--- src/hdl/pixel_z_block_write_top_macros.svh ---
// ---------------------------------------------------------------------------
// pixel_z_block_write_top_macros.svh
// assertion helpers for the depth-tested block write
// ---------------------------------------------------------------------------
`ifndef PIXEL_Z_BLOCK_WRITE_TOP_MACROS_SVH
`define PIXEL_Z_BLOCK_WRITE_TOP_MACROS_SVH

// same-cycle implication, sampled on clk, off during rst
`define PZBW_ASSERT_NOW(name, ante, cons, msg) \
  name: assert property (@(posedge clk) disable iff (rst) (ante) |-> (cons)) else $error(msg);

// next-cycle implication, sampled on clk, off during rst
`define PZBW_ASSERT_NEXT(name, ante, cons, msg) \
  name: assert property (@(posedge clk) disable iff (rst) (ante) |=> (cons)) else $error(msg);

`endif

--- src/hdl/pzbw_pkg.sv ---
// ---------------------------------------------------------------------------
// pzbw_pkg
// shared constants for the depth-tested block write
// ---------------------------------------------------------------------------
package pzbw_pkg;

  localparam int COORD_BITS_DEF = 11;
  localparam int COUNT_BITS_DEF = 10;

  localparam int OFF_BITS      = 25;
  localparam int DATA_BITS     = 16;
  localparam int CFG_DATA_BITS = 16;
  localparam int CFG_IDX_BITS  = 3;
  localparam int IN_BITS       = 3 * DATA_BITS;
  localparam int OUT_RAW_BITS  = 2 * OFF_BITS + 2 * DATA_BITS;
  localparam int OUT_BITS      = ((OUT_RAW_BITS + 7) / 8) * 8;

  // register indexes
  localparam logic [CFG_IDX_BITS-1:0] REG_Z_MODE       = 3'd0;
  localparam logic [CFG_IDX_BITS-1:0] REG_PLANE_SELECT = 3'd1;
  localparam logic [CFG_IDX_BITS-1:0] REG_LINE_WIDTH   = 3'd2;
  localparam logic [CFG_IDX_BITS-1:0] REG_FRAME_HEIGHT = 3'd3;
  localparam logic [CFG_IDX_BITS-1:0] REG_X_START      = 3'd4;
  localparam logic [CFG_IDX_BITS-1:0] REG_Y_START      = 3'd5;
  localparam logic [CFG_IDX_BITS-1:0] REG_ROW_LENGTH   = 3'd6;
  localparam logic [CFG_IDX_BITS-1:0] REG_ROW_COUNT    = 3'd7;

  // depth compare modes
  localparam logic [2:0] ZM_ALWAYS     = 3'd0;
  localparam logic [2:0] ZM_LT         = 3'd1;
  localparam logic [2:0] ZM_EQ         = 3'd2;
  localparam logic [2:0] ZM_LE         = 3'd3;
  localparam logic [2:0] ZM_GT         = 3'd4;
  localparam logic [2:0] ZM_NE         = 3'd5;
  localparam logic [2:0] ZM_GE         = 3'd6;
  localparam logic [2:0] ZM_COLOR_ONLY = 3'd7;

  // pixel type ranges
  localparam logic [3:0] PTYPE_HI_BASE  = 4'd13;
  localparam logic [3:0] PTYPE_MID_BASE = 4'd9;

  // depth plane per pixel type range
  localparam logic [1:0] ZPLANE_HI  = 2'd2;
  localparam logic [1:0] ZPLANE_MID = 2'd3;
  localparam logic [1:0] ZPLANE_LO  = 2'd1;

endpackage

--- src/hdl/pixel_z_block_write_top.sv ---
// ---------------------------------------------------------------------------
// pixel_z_block_write_top
// write side of a depth-tested 2d pixel block transfer
// ---------------------------------------------------------------------------
// usage:
//   s_* takes one pixel per request in raster order: source color, source
//   depth and the depth already stored at the destination. m_* returns one
//   write request per pixel: color and depth plane word offsets, the values
//   to write, write enables in tuser and the window's final pixel on tlast.
//   cfg_* writes the window, plane and depth-compare registers; it is always
//   ready and should only be used while no pixel is in flight.
// timing:
//   an accepted pixel passes the input register and then the result register
//   before it shows on m_*. one pixel per cycle is sustained while m_tready
//   stays high, set by the input register and the result register, with one
//   25-bit multiply and its adds between them. pixels that arrive while the
//   window is empty are taken and dropped.
// reset:
//   rst clears both pipeline stages, the column and row counters and the
//   registers (z_mode returns to color-only).
// stalls:
//   when m_tready is low the result holds, the input stage fills, and
//   s_tready falls only once both stages hold a pixel.
// ---------------------------------------------------------------------------
`include "pixel_z_block_write_top_macros.svh"

module pixel_z_block_write_top
  import pzbw_pkg::*;
#(
  parameter int COORD_BITS = COORD_BITS_DEF,
  parameter int COUNT_BITS = COUNT_BITS_DEF
) (
  input  logic                     clk,
  input  logic                     rst,
  // configuration write channel
  input  logic                     cfg_valid,
  output logic                     cfg_ready,
  input  logic [CFG_IDX_BITS-1:0]  cfg_index,
  input  logic [CFG_DATA_BITS-1:0] cfg_data,
  // pixel input
  input  logic                     s_tvalid,
  output logic                     s_tready,
  input  logic [IN_BITS-1:0]       s_tdata,  // source_color, source_depth, stored_depth
  // write request output
  output logic                     m_tvalid,
  input  logic                     m_tready,
  output logic [OUT_BITS-1:0]      m_tdata,  // color_offset, depth_offset, color_out,
                                             // depth_out, zero fill
  output logic [1:0]               m_tuser,  // write_color, write_depth
  output logic                     m_tlast   // last_pixel
);

  // configuration registers
  logic [2:0]            z_mode;
  logic [3:0]            plane_select;
  logic [COORD_BITS-1:0] line_width;
  logic [COORD_BITS-1:0] frame_height;
  logic [COORD_BITS-1:0] x_start;
  logic [COORD_BITS-1:0] y_start;
  logic [COUNT_BITS-1:0] row_length;
  logic [COUNT_BITS-1:0] row_count;

  // plane size is registered from line width and frame height; config must be
  // quiet long enough for plane_size to update before a pixel reaches the offset stage (not enforced)
  logic [OFF_BITS-1:0]   plane_size;

  // window position counters
  logic [COUNT_BITS-1:0] col_cnt;
  logic [COUNT_BITS-1:0] row_cnt;
  logic [COUNT_BITS-1:0] col_cnt_next;
  logic [COUNT_BITS-1:0] row_cnt_next;

  // input stage
  logic                  s1_valid;
  logic [DATA_BITS-1:0]  s1_color;
  logic [DATA_BITS-1:0]  s1_depth;
  logic [DATA_BITS-1:0]  s1_stored;
  logic [OFF_BITS-1:0]   s1_line;
  logic [OFF_BITS-1:0]   s1_col;
  logic                  s1_last;

  // result stage
  logic                  out_valid;
  logic [OFF_BITS-1:0]   out_coff;
  logic [OFF_BITS-1:0]   out_zoff;
  logic [DATA_BITS-1:0]  out_color;
  logic [DATA_BITS-1:0]  out_depth;
  logic                  out_wc;
  logic                  out_wz;
  logic                  out_last;

  logic                  s_accept;
  logic                  win_empty;
  logic                  end_col;
  logic                  end_row;
  logic                  s1_load;
  logic                  out_load;
  logic                  out_free;

  logic [OFF_BITS-1:0]   pos;
  logic [OFF_BITS-1:0]   coff_next;
  logic [OFF_BITS-1:0]   zoff_next;
  logic [1:0]            cplane;
  logic [1:0]            zplane;
  logic                  skip;

  assign cfg_ready = 1'b1;

  // ---------------------------------------------------------------------
  // configuration
  // ---------------------------------------------------------------------
  always_ff @(posedge clk) begin
    if (rst) begin
      z_mode       <= ZM_COLOR_ONLY;
      plane_select <= '0;
      line_width   <= '0;
      frame_height <= '0;
      x_start      <= '0;
      y_start      <= '0;
      row_length   <= '0;
      row_count    <= '0;
    end else if (cfg_valid && cfg_ready) begin
      case (cfg_index)
        REG_Z_MODE:       z_mode       <= cfg_data[2:0];
        REG_PLANE_SELECT: plane_select <= cfg_data[3:0];
        // width is kept to a multiple of eight pixels
        REG_LINE_WIDTH:   line_width   <= {cfg_data[COORD_BITS-1:3], 3'b000};
        REG_FRAME_HEIGHT: frame_height <= cfg_data[COORD_BITS-1:0];
        REG_X_START:      x_start      <= cfg_data[COORD_BITS-1:0];
        REG_Y_START:      y_start      <= cfg_data[COORD_BITS-1:0];
        REG_ROW_LENGTH:   row_length   <= cfg_data[COUNT_BITS-1:0];
        REG_ROW_COUNT:    row_count    <= cfg_data[COUNT_BITS-1:0];
        default: ;
      endcase
    end
  end

  always_ff @(posedge clk) begin
    if (rst) begin
      plane_size <= '0;
    end else begin
      plane_size <= OFF_BITS'(line_width) * OFF_BITS'(frame_height);
    end
  end

  // ---------------------------------------------------------------------
  // handshake: two-entry pipeline, each stage moves when the next is free
  // ---------------------------------------------------------------------
  assign out_free = !out_valid || m_tready;
  assign out_load = s1_valid && out_free;
  assign s_tready = !s1_valid || out_free;
  assign s_accept = s_tvalid && s_tready;

  // an empty window swallows the pixel and leaves the counters alone
  assign win_empty = (row_length == '0) || (row_count == '0);
  assign s1_load   = s_accept && !win_empty;

  // a counter at or past its end (window shrunk) wraps like one at its end
  assign end_col = col_cnt >= (row_length - COUNT_BITS'(1));
  assign end_row = row_cnt >= (row_count - COUNT_BITS'(1));

  always_comb begin
    col_cnt_next = col_cnt + COUNT_BITS'(1);
    row_cnt_next = row_cnt;
    if (end_col) begin
      col_cnt_next = '0;
      row_cnt_next = end_row ? '0 : row_cnt + COUNT_BITS'(1);
    end
  end

  always_ff @(posedge clk) begin
    if (rst) begin
      col_cnt <= '0;
      row_cnt <= '0;
    end else if (s1_load) begin
      col_cnt <= col_cnt_next;
      row_cnt <= row_cnt_next;
    end
  end

  // ---------------------------------------------------------------------
  // input stage: capture pixel and window coordinates
  // ---------------------------------------------------------------------
  always_ff @(posedge clk) begin
    if (rst) begin
      s1_valid <= 1'b0;
    end else if (s_tready) begin
      s1_valid <= s1_load;
    end
  end

  always_ff @(posedge clk) begin
    if (s1_load) begin
      s1_color  <= s_tdata[DATA_BITS-1:0];
      s1_depth  <= s_tdata[2*DATA_BITS-1:DATA_BITS];
      s1_stored <= s_tdata[3*DATA_BITS-1:2*DATA_BITS];
      s1_line   <= OFF_BITS'(y_start) + OFF_BITS'(row_cnt);
      s1_col    <= OFF_BITS'(x_start) + OFF_BITS'(col_cnt);
      s1_last   <= end_col && end_row;
    end
  end

  // ---------------------------------------------------------------------
  // offset and depth test stage, all offsets kept modulo 2^25
  // ---------------------------------------------------------------------
  always_comb begin
    cplane = 2'd0;
    zplane = ZPLANE_LO;
    if (plane_select >= PTYPE_HI_BASE) begin
      cplane = 2'(plane_select - PTYPE_HI_BASE);
      zplane = ZPLANE_HI;
    end else if (plane_select >= PTYPE_MID_BASE) begin
      cplane = 2'(plane_select - PTYPE_MID_BASE);
      zplane = ZPLANE_MID;
    end
  end

  function automatic logic [OFF_BITS-1:0] plane_base(input logic [OFF_BITS-1:0] psize,
                                                     input logic [1:0] plane);
    logic [OFF_BITS-1:0] base;
    base = '0;
    if (plane[0]) base = psize;
    if (plane[1]) base = base + (psize << 1);
    return base;
  endfunction

  assign pos       = s1_line * OFF_BITS'(line_width) + s1_col;
  assign coff_next = plane_base(plane_size, cplane) + pos;
  assign zoff_next = plane_base(plane_size, zplane) + pos;

  always_comb begin
    case (z_mode)
      ZM_LT:   skip = s1_stored <  s1_depth;
      ZM_EQ:   skip = s1_stored == s1_depth;
      ZM_LE:   skip = s1_stored <= s1_depth;
      ZM_GT:   skip = s1_stored >  s1_depth;
      ZM_NE:   skip = s1_stored != s1_depth;
      ZM_GE:   skip = s1_stored >= s1_depth;
      default: skip = 1'b0;
    endcase
  end

  // ---------------------------------------------------------------------
  // result register
  // ---------------------------------------------------------------------
  always_ff @(posedge clk) begin
    if (rst) begin
      out_valid <= 1'b0;
    end else if (out_free) begin
      out_valid <= s1_valid;
    end
  end

  always_ff @(posedge clk) begin
    if (out_load) begin
      out_coff  <= coff_next;
      out_zoff  <= zoff_next;
      out_color <= s1_color;
      out_depth <= s1_depth;
      out_wc    <= !skip;
      out_wz    <= !skip && (z_mode != ZM_COLOR_ONLY);
      out_last  <= s1_last;
    end
  end

  assign m_tvalid = out_valid;
  assign m_tdata  = OUT_BITS'({out_depth, out_color, out_zoff, out_coff});
  assign m_tuser  = {out_wz, out_wc};
  assign m_tlast  = out_last;

  // ---------------------------------------------------------------------
  // assertions
  // ---------------------------------------------------------------------
  `PZBW_ASSERT_NOW(a_color_only_no_depth, m_tvalid && (z_mode == ZM_COLOR_ONLY), !m_tuser[1], "depth write in color-only mode")
  `PZBW_ASSERT_NEXT(a_empty_holds_counters, s_accept && win_empty, $stable(col_cnt) && $stable(row_cnt), "counters moved on empty window")
  `PZBW_ASSERT_NEXT(a_last_wraps, s1_load && end_col && end_row, (col_cnt == '0) && (row_cnt == '0), "counters did not wrap after last pixel")

endmodule

--- config.mk ---
export PLATFORM = sky130hd
export DESIGN_NAME = pixel_z_block_write_top
export DESIGN_NICKNAME = d
export VERILOG_FILES = /design/src/hdl/pzbw_pkg.sv /design/src/hdl/pixel_z_block_write_top.sv
export VERILOG_INCLUDE_DIRS = /design/src /design/src/hdl
export SDC_FILE = /design/constraint.sdc
export NUM_CORES = 1
export LEC_CHECK = 0
export ABC_AREA = 0
export BUFFER_PORTS_ARGS = -buffer_cell sky130_fd_sc_hd__buf_4
export CAP_MARGIN = 20
export CORE_AREA = 2 2 382 195
export CTS_CLUSTER_DIAMETER = 60
export CTS_CLUSTER_SIZE = 8
export DETAILED_ROUTE_END_ITERATION = 7
export DIE_AREA = 0 0 384 197
export PLACE_DENSITY = 0.47
export REMOVE_ABC_BUFFERS = 1
export SETUP_SLACK_MARGIN = 0.02
export SYNTH_ARGS = -nofsm -noshare
export SYNTH_HDL_FRONTEND = slang
export SYNTH_SLANG_ARGS = --single-unit
export TNS_END_PERCENT = 100
--- constraint.sdc ---
create_clock -name clk -period 7.5 [get_ports clk]
set_clock_uncertainty 0.05 [all_clocks]
set_input_delay 0.375 -clock clk [delete_from_list [all_inputs] [get_ports clk]]
set_output_delay 0.375 -clock clk [all_outputs]
set_load 0.005 [all_outputs]
==> results.cfg, run 1 <==
[finish]
final_cells = 3607
nets = 3026
mostFrequentLayoutCells = nand2_1, buf_4, inv_1
layout-area-overhead-vs-synth_pct = 23.0
fin_area_um2 = 26500
final_common_cell = nand2_1
drive_gt1_share_pct = 14.3

[setup_path]
crit_start = s1_line[1]
r2r-end = out_zoff[23]
regToRegSetupSlack_ps = 300
worst_ep_arrival_time_ps = 7480
cp-end-kind = register
path_class = register to register
slowest_stage = fa_1
crit_fanout = 5
r2r_start = s1_line[1]
cp.required_ps = 7780
start_kind = register
slowest_delay_ps = 530
ff2ff_path_depth = 31
crit_top_cell = buf_4

[routing]
drt_iter0_markers = 1007
avgRoutedWirePerCell_um = 17.0
drt-pass1-iter-count = 5
vias_per_cell = 4.82
final_antenna_net_count = 0
drc_errors = 0
wirelength_mm = 61.5
vias = 17400

[synthesis]
muxShareOfSynthArea_pct = 0.645
ys_seq_area_share_pct = 31.8
yosys.area.top_type = edfxtp_1
synth_cell_types = 81
yosys.area_share.adder_pct = 24.7
synth_top_area_share_pct = 21.6
synth-compound-area-share_pct = 13.6
synth-edff-count = 155
yosys_warnings = 0
synth-seq-cells = 264
synth_flop_cell = edfxtp_1
syn_avg_cell_area_um2 = 9.26
synthArstFlopShare_pct = 0
synth_xor_area_share_pct = 5.37
netlist_area_um2 = 21500
yosys.area_share.simple_pct = 18.2
synth_cells = 2324
synth_top_family_by_area = adder cells
synth.area.top_cells = edfxtp_1, ha_1, fa_1, dfxtp_1, nand2_1

[clock_network]
cts_tree = built
clkTransAtPathRegs_ps = 50
root_buffer = clkbuf_16
cts_max_level = 2
clkLatencyLatePin_ps = 590
cts_buffers = 42
cts_num_sinks = 264
clockBufferDepth = 3

[floorplanning]
ios = 166
rows = 70
dieArea_um2 = 75600
core_um2 = 72300
start_util_pct = 29.8
die_width_um = 384
fp.dieH_um = 197

[timing]
layout_min_cycle_time_ps = 7200
tns_ps = 0
hold-worst-slack_ps = 60.7
period_share_pct = 96.0
worst_slew_pin_slew_ps = 1100
relSlewSlack_pct = 26.0
clock.fmax_ghz = 0.139
rsz0062_at_grt = yes
setup_viol = 0
final_hold_viol_count = 0
drv_slew = 0

[min_path]
min_from = cfg_data[10]
holdPathStages = 3
whs_endpoint = y_start[10]
worst_hold_path_type = primary input to register

[place]
port_buffers = 153
placed_cells = 3469
hpwlAfterDp_mm = 48.4
placed_cell_area_um2 = 24200
gp_congestion = 0.860

[grt]
grt_pass1_vias = 17200
grt_pass1_wl_mm = 96.9
grtUsageTotal_pct = 16.3
grt_start_max_net_pins = 74
antenna_found_initial = 0
gr-total-overflow = 0

[power]
ir_drop_mv = 0.132
leakagePower_uw = 0.0119
power.density_nw_per_um2 = 151

[outcome]
status = finished, final reports clean

[run]
maxCapViolCount = 0
## critical path, delay by kind of cell, from the launching register on
family / cells / cell delay (ps)
adders and majority gates: 7 / 2560
AOI/OAI and AO/OA: 7 / 1380
and+or+nand+nor: 8 / 1240
buffers and inverters: 8 / 1070
DFF: 1 / 480
xor gates and xnor gates: 1 / 160
## power breakdown
group,switching [uW],internal [uW]
registers,21.5,1570
clock network,744,1120
logic,297,236
## state kept, by name, summed over array words and instances (netlist names), 3 cells and up
name and count:
line_width 8, row_count 10, out_zoff 22, plane_size 19
row_length 10, frame_height 11, x_start 11, col_cnt 10
s1_depth 16, s1_stored 16, z_mode 3, plane_select 4
s1_color 16, s1_line 12, out_coff 25, y_start 11
s1_col 12, out_depth 16, row_cnt 10, out_color 16
## worst max path at each step
stage                               to  cells after the start
final                     out_zoff[23]                     31
after global routing      out_zoff[24]                     31
after CTS                 out_coff[23]                     27
after detailed placement  out_coff[23]                     27
after global placement    out_coff[24]                     31
after floorplan           out_coff[24]                     25
## what timing repair did
item / in CTS / in global routing
gates resized for setup: 0 / 61
setup buffers: 0 / 12
endpoints found under the setup margin: 0 / 10
hold buffers: 48 / 0
hold endpoints to repair: 48 / 0
## metal layers
layer	track usage, %	share of wire, %	up-vias
li1	-	-	8496
met1	26.8	56	8444
met2	21.1	37	376
met3	3.58	6.4	52
met4	2.99	1.3	0
met5	0	0	-
## synth_stat cells (13+ instances only)
| library cell | instances |
|---|---|
| inv_1 | 236 |
| a21oi_1 | 167 |
| nand3_1 | 28 |
| nand2_1 | 275 |
| ha_1 | 232 |
| a21o_1 | 51 |
| dfxtp_1 | 109 |
| nor2b_1 | 48 |
| fa_1 | 121 |
| clkbuf_1 | 52 |
| nand4_1 | 13 |
| nand2b_1 | 27 |
| or3_1 | 20 |
| nor2_1 | 134 |
| o21ai_0 | 96 |
| nor3_1 | 42 |
| o21a_1 | 28 |
| xor2_1 | 45 |
| edfxtp_1 | 155 |
| xnor2_1 | 87 |
| and2_1 | 153 |
## per-stage QoR
step,total power [uW],setup WS [ps],util (%)
after floorplan,1890,453,-
after global placement,2100,104,33.6
after detailed placement,2100,68.6,33.6
after CTS,4030,20.0,36.1
after global routing,4180,-22.6,36.6
final,3990,298,36.6
## logic make-up after synthesis
family / count (synthesis)
and+or+nand+nor: 794
AOI/OAI and AO/OA: 461
adders and majority gates: 353
buffers and inverters: 305
DFF: 264
xor gates and xnor gates: 132
muxes: 13
other: 2
## final cells by class
type	instances	area [um2]
antenna	1	2.50
sequential	264	6840
inverter	236	886
clock buffer	68	1180
tap	972	1220
multi-input combinational	1760	13800
clock inverter	9	153
timing repair buffer	297	2370
fill	7347	45800
Note: power is estimated with default switching activity, not from simulation.
==> run 2: changes to the inputs <==
--- a/config.mk
+++ b/config.mk
@@ -9,12 +9,14 @@
 export ABC_AREA = 0
 export BUFFER_PORTS_ARGS = -buffer_cell sky130_fd_sc_hd__buf_4
 export CAP_MARGIN = 20
+export CELL_PAD_IN_SITES_DETAIL_PLACEMENT = 0
+export CELL_PAD_IN_SITES_GLOBAL_PLACEMENT = 1
 export CORE_AREA = 2 2 382 195
 export CTS_CLUSTER_DIAMETER = 60
 export CTS_CLUSTER_SIZE = 8
 export DETAILED_ROUTE_END_ITERATION = 7
 export DIE_AREA = 0 0 384 197
-export PLACE_DENSITY = 0.47
+export PLACE_DENSITY = 0.57
 export REMOVE_ABC_BUFFERS = 1
 export SETUP_SLACK_MARGIN = 0.02
 export SYNTH_ARGS = -nofsm -noshare
==> run 2 against run 1 <==
Against the previous run:
- wire length rose by 0.70%
- combinational power rose by 2%
- design area fell by 0.18%
- sequential power barely moved
- core utilization fell by 0.067 points
- count of clock-buffer cells in the layout fell by 6
- sequential cell count did not move
- total power fell by 2.1%
- first-iteration DRC count rose by 5.3%
- highest routed layer is now met5
==> results.cfg, run 2 (synthesized netlist as in run 1, its figures left out) <==
[outcome]
status = finished, final reports clean

[timing]
rsz0062_at_grt = yes
setup_viol = 0
worst_slack_ps = 242
layout_min_cycle_time_ps = 7260
relSlewSlack_pct = 36.2
period_share_pct = 96.8
hold-worst-slack_ps = 49.4
clock.fmax_ghz = 0.138
tns_ps = 0
worst_slew_pin_slew_ps = 955
drv_slew = 0
final_hold_viol_count = 0

[grt]
grt_start_max_net_pins = 79
grt_pass1_vias = 17000
grtUsageTotal_pct = 16.5
grt_pass1_wl_mm = 97.6
gr-total-overflow = 0
antenna_found_initial = 0

[setup_path]
ff2ff_path_depth = 25
crit_top_cell = fa_1
slowest_delay_ps = 540
slowest_stage = fa_1
worst_ep_arrival_time_ps = 7500
path_class = register to register
cp.required_ps = 7750
path_depth = 25
r2r_start = s1_line[2]
start_kind = register
crit_fanout = 7
cp_num_buf_inv = 6
cp-end-kind = register
critical-path-top-delay-family = adder cells
crit_start = s1_line[2]

[run]
maxCapViolCount = 0

[routing]
drt-pass1-iter-count = 5
avgRoutedWirePerCell_um = 17.1
drc_errors = 0
final_antenna_net_count = 0
wirelength_mm = 61.9
drt_iter0_markers = 1060
vias = 17300
vias_per_cell = 4.78

[clock_network]
cts_num_sinks = 264
clkLatencyLatePin_ps = 590
clockBufferDepth = 3
clkTransAtPathRegs_ps = 60
cts_tree = built
cts_max_level = 2
cts_buffers = 41
root_buffer = clkbuf_16

[min_path]
holdPathStages = 4
worst_hold_path_type = primary input to register
min_from = m_tready

[finish]
drive_gt1_share_pct = 14.4
layout-area-overhead-vs-synth_pct = 22.8
mostFrequentLayoutCells = nand2_1, buf_4, inv_1
largest_reg_flops = 25
fillers = 7397
final_common_cell = nand2_1
fin_util_pct = 36.6
top_register = out_coff
nets = 3039
top_regs = out_coff: 25 flops, out_zoff: 22 flops, plane_size: 19 flops

[place]
port_buffers = 153
gp_congestion = 0.839
dp_slack_ps = 53.6
hpwlAfterDp_mm = 49.2

[power]
ir_drop_mv = 0.148
total_power_uw = 3910
leakagePower_uw = 0.0119
power.density_nw_per_um2 = 148

[floorplanning]
dieArea_um2 = 75600
core_um2 = 72300
ios = 166
fp.dieH_um = 197
die_width_um = 384
start_util_pct = 29.8
rows = 70
## run 2: cell type report
cell class	instances	area [um2]	share of cell area, %
Antenna cell	3	7.51	0.0284
Clock inverter	8	134	0.507
Multi-Input combinational cell	1760	13800	52.0
Clock buffer	62	1100	4.18
Tap cell	972	1220	4.60
Inverter	236	886	3.35
Timing Repair Buffer	311	2490	9.41
Sequential cell	264	6840	25.9
## run 2: layer usage
layer	wire (um)	global-route usage, %
met5	60	0
met4	925	3.30
met3	3360	3.27
met2	22000	21.2
met1	35600	27.3
## run 2: what timing repair did
item,CTS,global route
gates resized for setup,1,48
hold buffers,48,0
pin swaps,0,18
setup endpoints to repair,1,12
buffers inserted,0,10
hold endpoints to repair,48,0
## run 2: worst paths after layout
path	to	slack, ps
worst max register to register	out_coff[22]	240
worst max-delay path	out_coff[22]	240
worst min register to register	out_color[5]	370
worst min-delay path	m_tvalid	50
## run 2: where the power goes
part | internal (uW) | leakage, uW | switching, uW
clock network | 1060 | 0.000590 | 716
logic | 241 | 0.00904 | 300
registers | 1570 | 0.00228 | 22.0
total | 2870 | 0.0119 | 1040
## run 2: worst register-to-register path: cells and delay by family, from the launching register on
family,cells,cell delay (ps)
buffers and inverters,6,760
adders and majority gates,6,2620
xor gates and xnor gates,1,170
DFF,1,400
AOI/OAI and AO/OA,7,1370
muxes,1,320
and+or+nand+nor,4,1270
## run 2: per-stage QoR
step           instance area (um2)  instances
2_1_floorplan                21200       2260
3_3_place_gp                 24300       3483
3_5_place_dp                 24300       3483
4_1_cts                      26100       3601
5_1_grt                      26400       3613
6_report                     26400       3616
==> run 3: changes to the inputs <==
--- a/config.mk
+++ b/config.mk
@@ -6,17 +6,17 @@
 export SDC_FILE = /design/constraint.sdc
 export NUM_CORES = 1
 export LEC_CHECK = 0
-export ABC_AREA = 0
+export ABC_AREA = 1
 export BUFFER_PORTS_ARGS = -buffer_cell sky130_fd_sc_hd__buf_4
 export CAP_MARGIN = 20
 export CELL_PAD_IN_SITES_DETAIL_PLACEMENT = 0
 export CELL_PAD_IN_SITES_GLOBAL_PLACEMENT = 1
-export CORE_AREA = 2 2 382 195
+export CORE_AREA = 2 2 387 197
 export CTS_CLUSTER_DIAMETER = 60
 export CTS_CLUSTER_SIZE = 8
 export DETAILED_ROUTE_END_ITERATION = 7
-export DIE_AREA = 0 0 384 197
-export PLACE_DENSITY = 0.57
+export DIE_AREA = 0 0 389 199
+export PLACE_DENSITY = 0.59
 export REMOVE_ABC_BUFFERS = 1
 export SETUP_SLACK_MARGIN = 0.02
 export SYNTH_ARGS = -nofsm -noshare
==> run 3 against run 2 <==
Against the previous run:
- largest cell class unchanged
- largest power group unchanged
- critical path type unchanged
- register-to-register slack gained 220 ps
- maximum frequency grew 3.1%
- synthesized area grew 2.4%
- hold slack gained 14 ps
- sequential share of layout area grew 0.40 points
- global-route usage grew 1.5 points
==> results.cfg, run 3 <==
[finish]
top_regs = out_coff: 25 flops, out_zoff: 22 flops, plane_size: 19 flops
largest_reg_flops = 25
final-seq-area_um2 = 6840
drive_gt1_share_pct = 10.0
fin_area_um2 = 26000
antenna_cells = 0
nets = 3389
final_common_cell = nand2_1
top_register = out_coff
multiInputGateArea_um2 = 13000
mostFrequentLayoutCells = nand2_1, inv_1, nor2_1
fillers = 7785
layout-area-overhead-vs-synth_pct = 18.1

[routing]
final_antenna_net_count = 0
drt-pass1-iter-count = 5
vias = 18600
avgRoutedWirePerCell_um = 17.4
drc_errors = 0
wirelength_mm = 69.0
drt_iter0_markers = 1458
vias_per_cell = 4.67

[grt]
grt_pass1_vias = 17900
grt_pass1_wl_mm = 107
antenna_found_initial = 1
gr-total-overflow = 0
grt_util_met3_pct = 3.27
use_met1_pct = 30.8
top_usage_layer = met1
grtUsageTotal_pct = 18.0
groute.layer.met2.usage_pct = 22.3
grt_start_max_net_pins = 74

[synthesis]
yosys.area.top_type = edfxtp_1
synth_cell_types = 53
synth-edff-count = 155
synthArstFlopShare_pct = 0
netlist_area_um2 = 22000
syn_avg_cell_area_um2 = 7.96
synth_top_area_share_pct = 21.1
synth_common_cells = nand2_1, inv_1, nor2_1, ha_1, a21oi_1
ys_seq_area_share_pct = 31.0
yosysMostFrequentCell = nand2_1
synth_flop_cell = edfxtp_1
synth_cells = 2768
synth-seq-cells = 264
yosys_warnings = 0
synth.area.top_cells = edfxtp_1, ha_1, fa_1, dfxtp_1, nand2_1

[setup_path]
slowest_delay_ps = 550
crit_fanout = 8
path_class = register to register
r2r_start = s1_line[3]
slowest_stage = fa_1
worst_ep_arrival_time_ps = 7320
cp.required_ps = 7780
start_kind = register
crit_top_cell = nand2_1
crit_start = s1_line[3]
cp-end-kind = register
ff2ff_path_depth = 36

[timing]
period_share_pct = 93.8
final_hold_viol_count = 0
drv_slew = 0
rsz0062_at_grt = no
relSlewSlack_pct = 26.5
tns_ps = 0
layout_min_cycle_time_ps = 7040
clock.fmax_ghz = 0.142
setup_viol = 0
worst_slew_pin_slew_ps = 1090

[clock_network]
cts_num_sinks = 264
cts_max_level = 2
clkLatencyLatePin_ps = 580
clkTransAtPathRegs_ps = 50
cts_buffers = 39
clockBufferDepth = 3
cts_tree = built
root_buffer = clkbuf_16

[floorplanning]
rows = 71
fp.dieH_um = 199
die_width_um = 389
core_um2 = 74300
start_util_pct = 29.7
dieArea_um2 = 77400
ios = 166

[min_path]
holdPathStages = 2
min_from = rst
worst_hold_path_type = primary input to register

[outcome]
status = finished, final reports clean

[place]
port_buffers = 153
gp_congestion = 0.890
placed_cell_area_um2 = 24300
hpwlAfterDp_mm = 56.5

[power]
leakagePower_uw = 0.0134
ir_drop_mv = 0.145
power.density_nw_per_um2 = 153

[run]
maxCapViolCount = 0
-- run 3: changes by cell type after synthesis, sizes merged, moves of 48 or more --
| cell | change |
|---|---|
| o21ai | +74 |
| nand3 | +78 |
| nor2 | +148 |
| xnor2 | -48 |
| inv | +286 |
| nand2 | +292 |
| nor2b | -48 |
| and2 | -151 |
-- run 3: per-stage QoR --
stage	cells	hold slack, ps	setup slack (ps)	power, uW	utilization (%)
after floorplan	2693	350	738	2030	-
after global placement	3858	351	135	2270	32.7
after detailed placement	3858	355	48.1	2280	32.7
after CTS	3974	34.1	173	4040	34.9
after global routing	3976	53.5	48.3	4180	35.0
final	3976	63.5	463	3990	35.0
-- run 3: path summary, 6_finish.rpt --
kind	endpoint	slack, ps
setup reg to reg	out_coff[23]	460
setup / recovery	out_coff[23]	460
hold reg to reg	out_color[1]	370
hold / removal	plane_size[7]	60
-- run 3: worst max-delay path, delay by kind of cell (launching register included) --
kind,cells,cell delay (ps)
AOI/OAI and AO/OA,4,690
xor gates and xnor gates,2,390
adders and majority gates,7,3060
buffers and inverters,8,840
DFF,1,400
and+or+nand+nor,15,1350
-- run 3: layout make-up --
type / instances / area share [%]
multi-input cells: 1907 / 49.8
flip-flops and latches: 264 / 26.3
inverters: 522 / 7.53
repair buffers: 230 / 7.10
well taps: 985 / 4.74
clock buffers: 63 / 4.10
clock inverters: 5 / 0.428
-- run 3: where the power goes --
part           switching (uW)  internal, uW  total [uW]
Sequential               40.4          1610        1650
Combinational             403           227         630
Clock                     694          1010        1710
-- run 3: what timing repair did --
action,4_1_cts,5_1_grt
hold buffers,48,0
resized for setup,1,14
setup buffers,0,2
hold endpoints to repair,48,0
endpoints found under the setup margin,1,7
pin swaps,0,1
-- run 3: metal layers --
layer  vias to the layer above  part of all wire (%)  routed length (um)
met4                         0                   1.0                 707
met3                        50                   6.2                4290
li1                       9198                     -                   -
met5                         -                     0                   0
met2                       450                    35               24000
met1                      8876                    58               40000
-- run 3: logic make-up after synthesis --
kind of cell / count (synthesis) / share of synthesized area, %
adders and majority gates: 353 / 24.2
and+or+nand+nor: 1018 / 19.5
other: 2 / 0.0341
AOI/OAI and AO/OA: 418 / 10.3
DFF: 264 / 31.0
xor gates and xnor gates: 111 / 4.41
buffers and inverters: 602 / 10.5
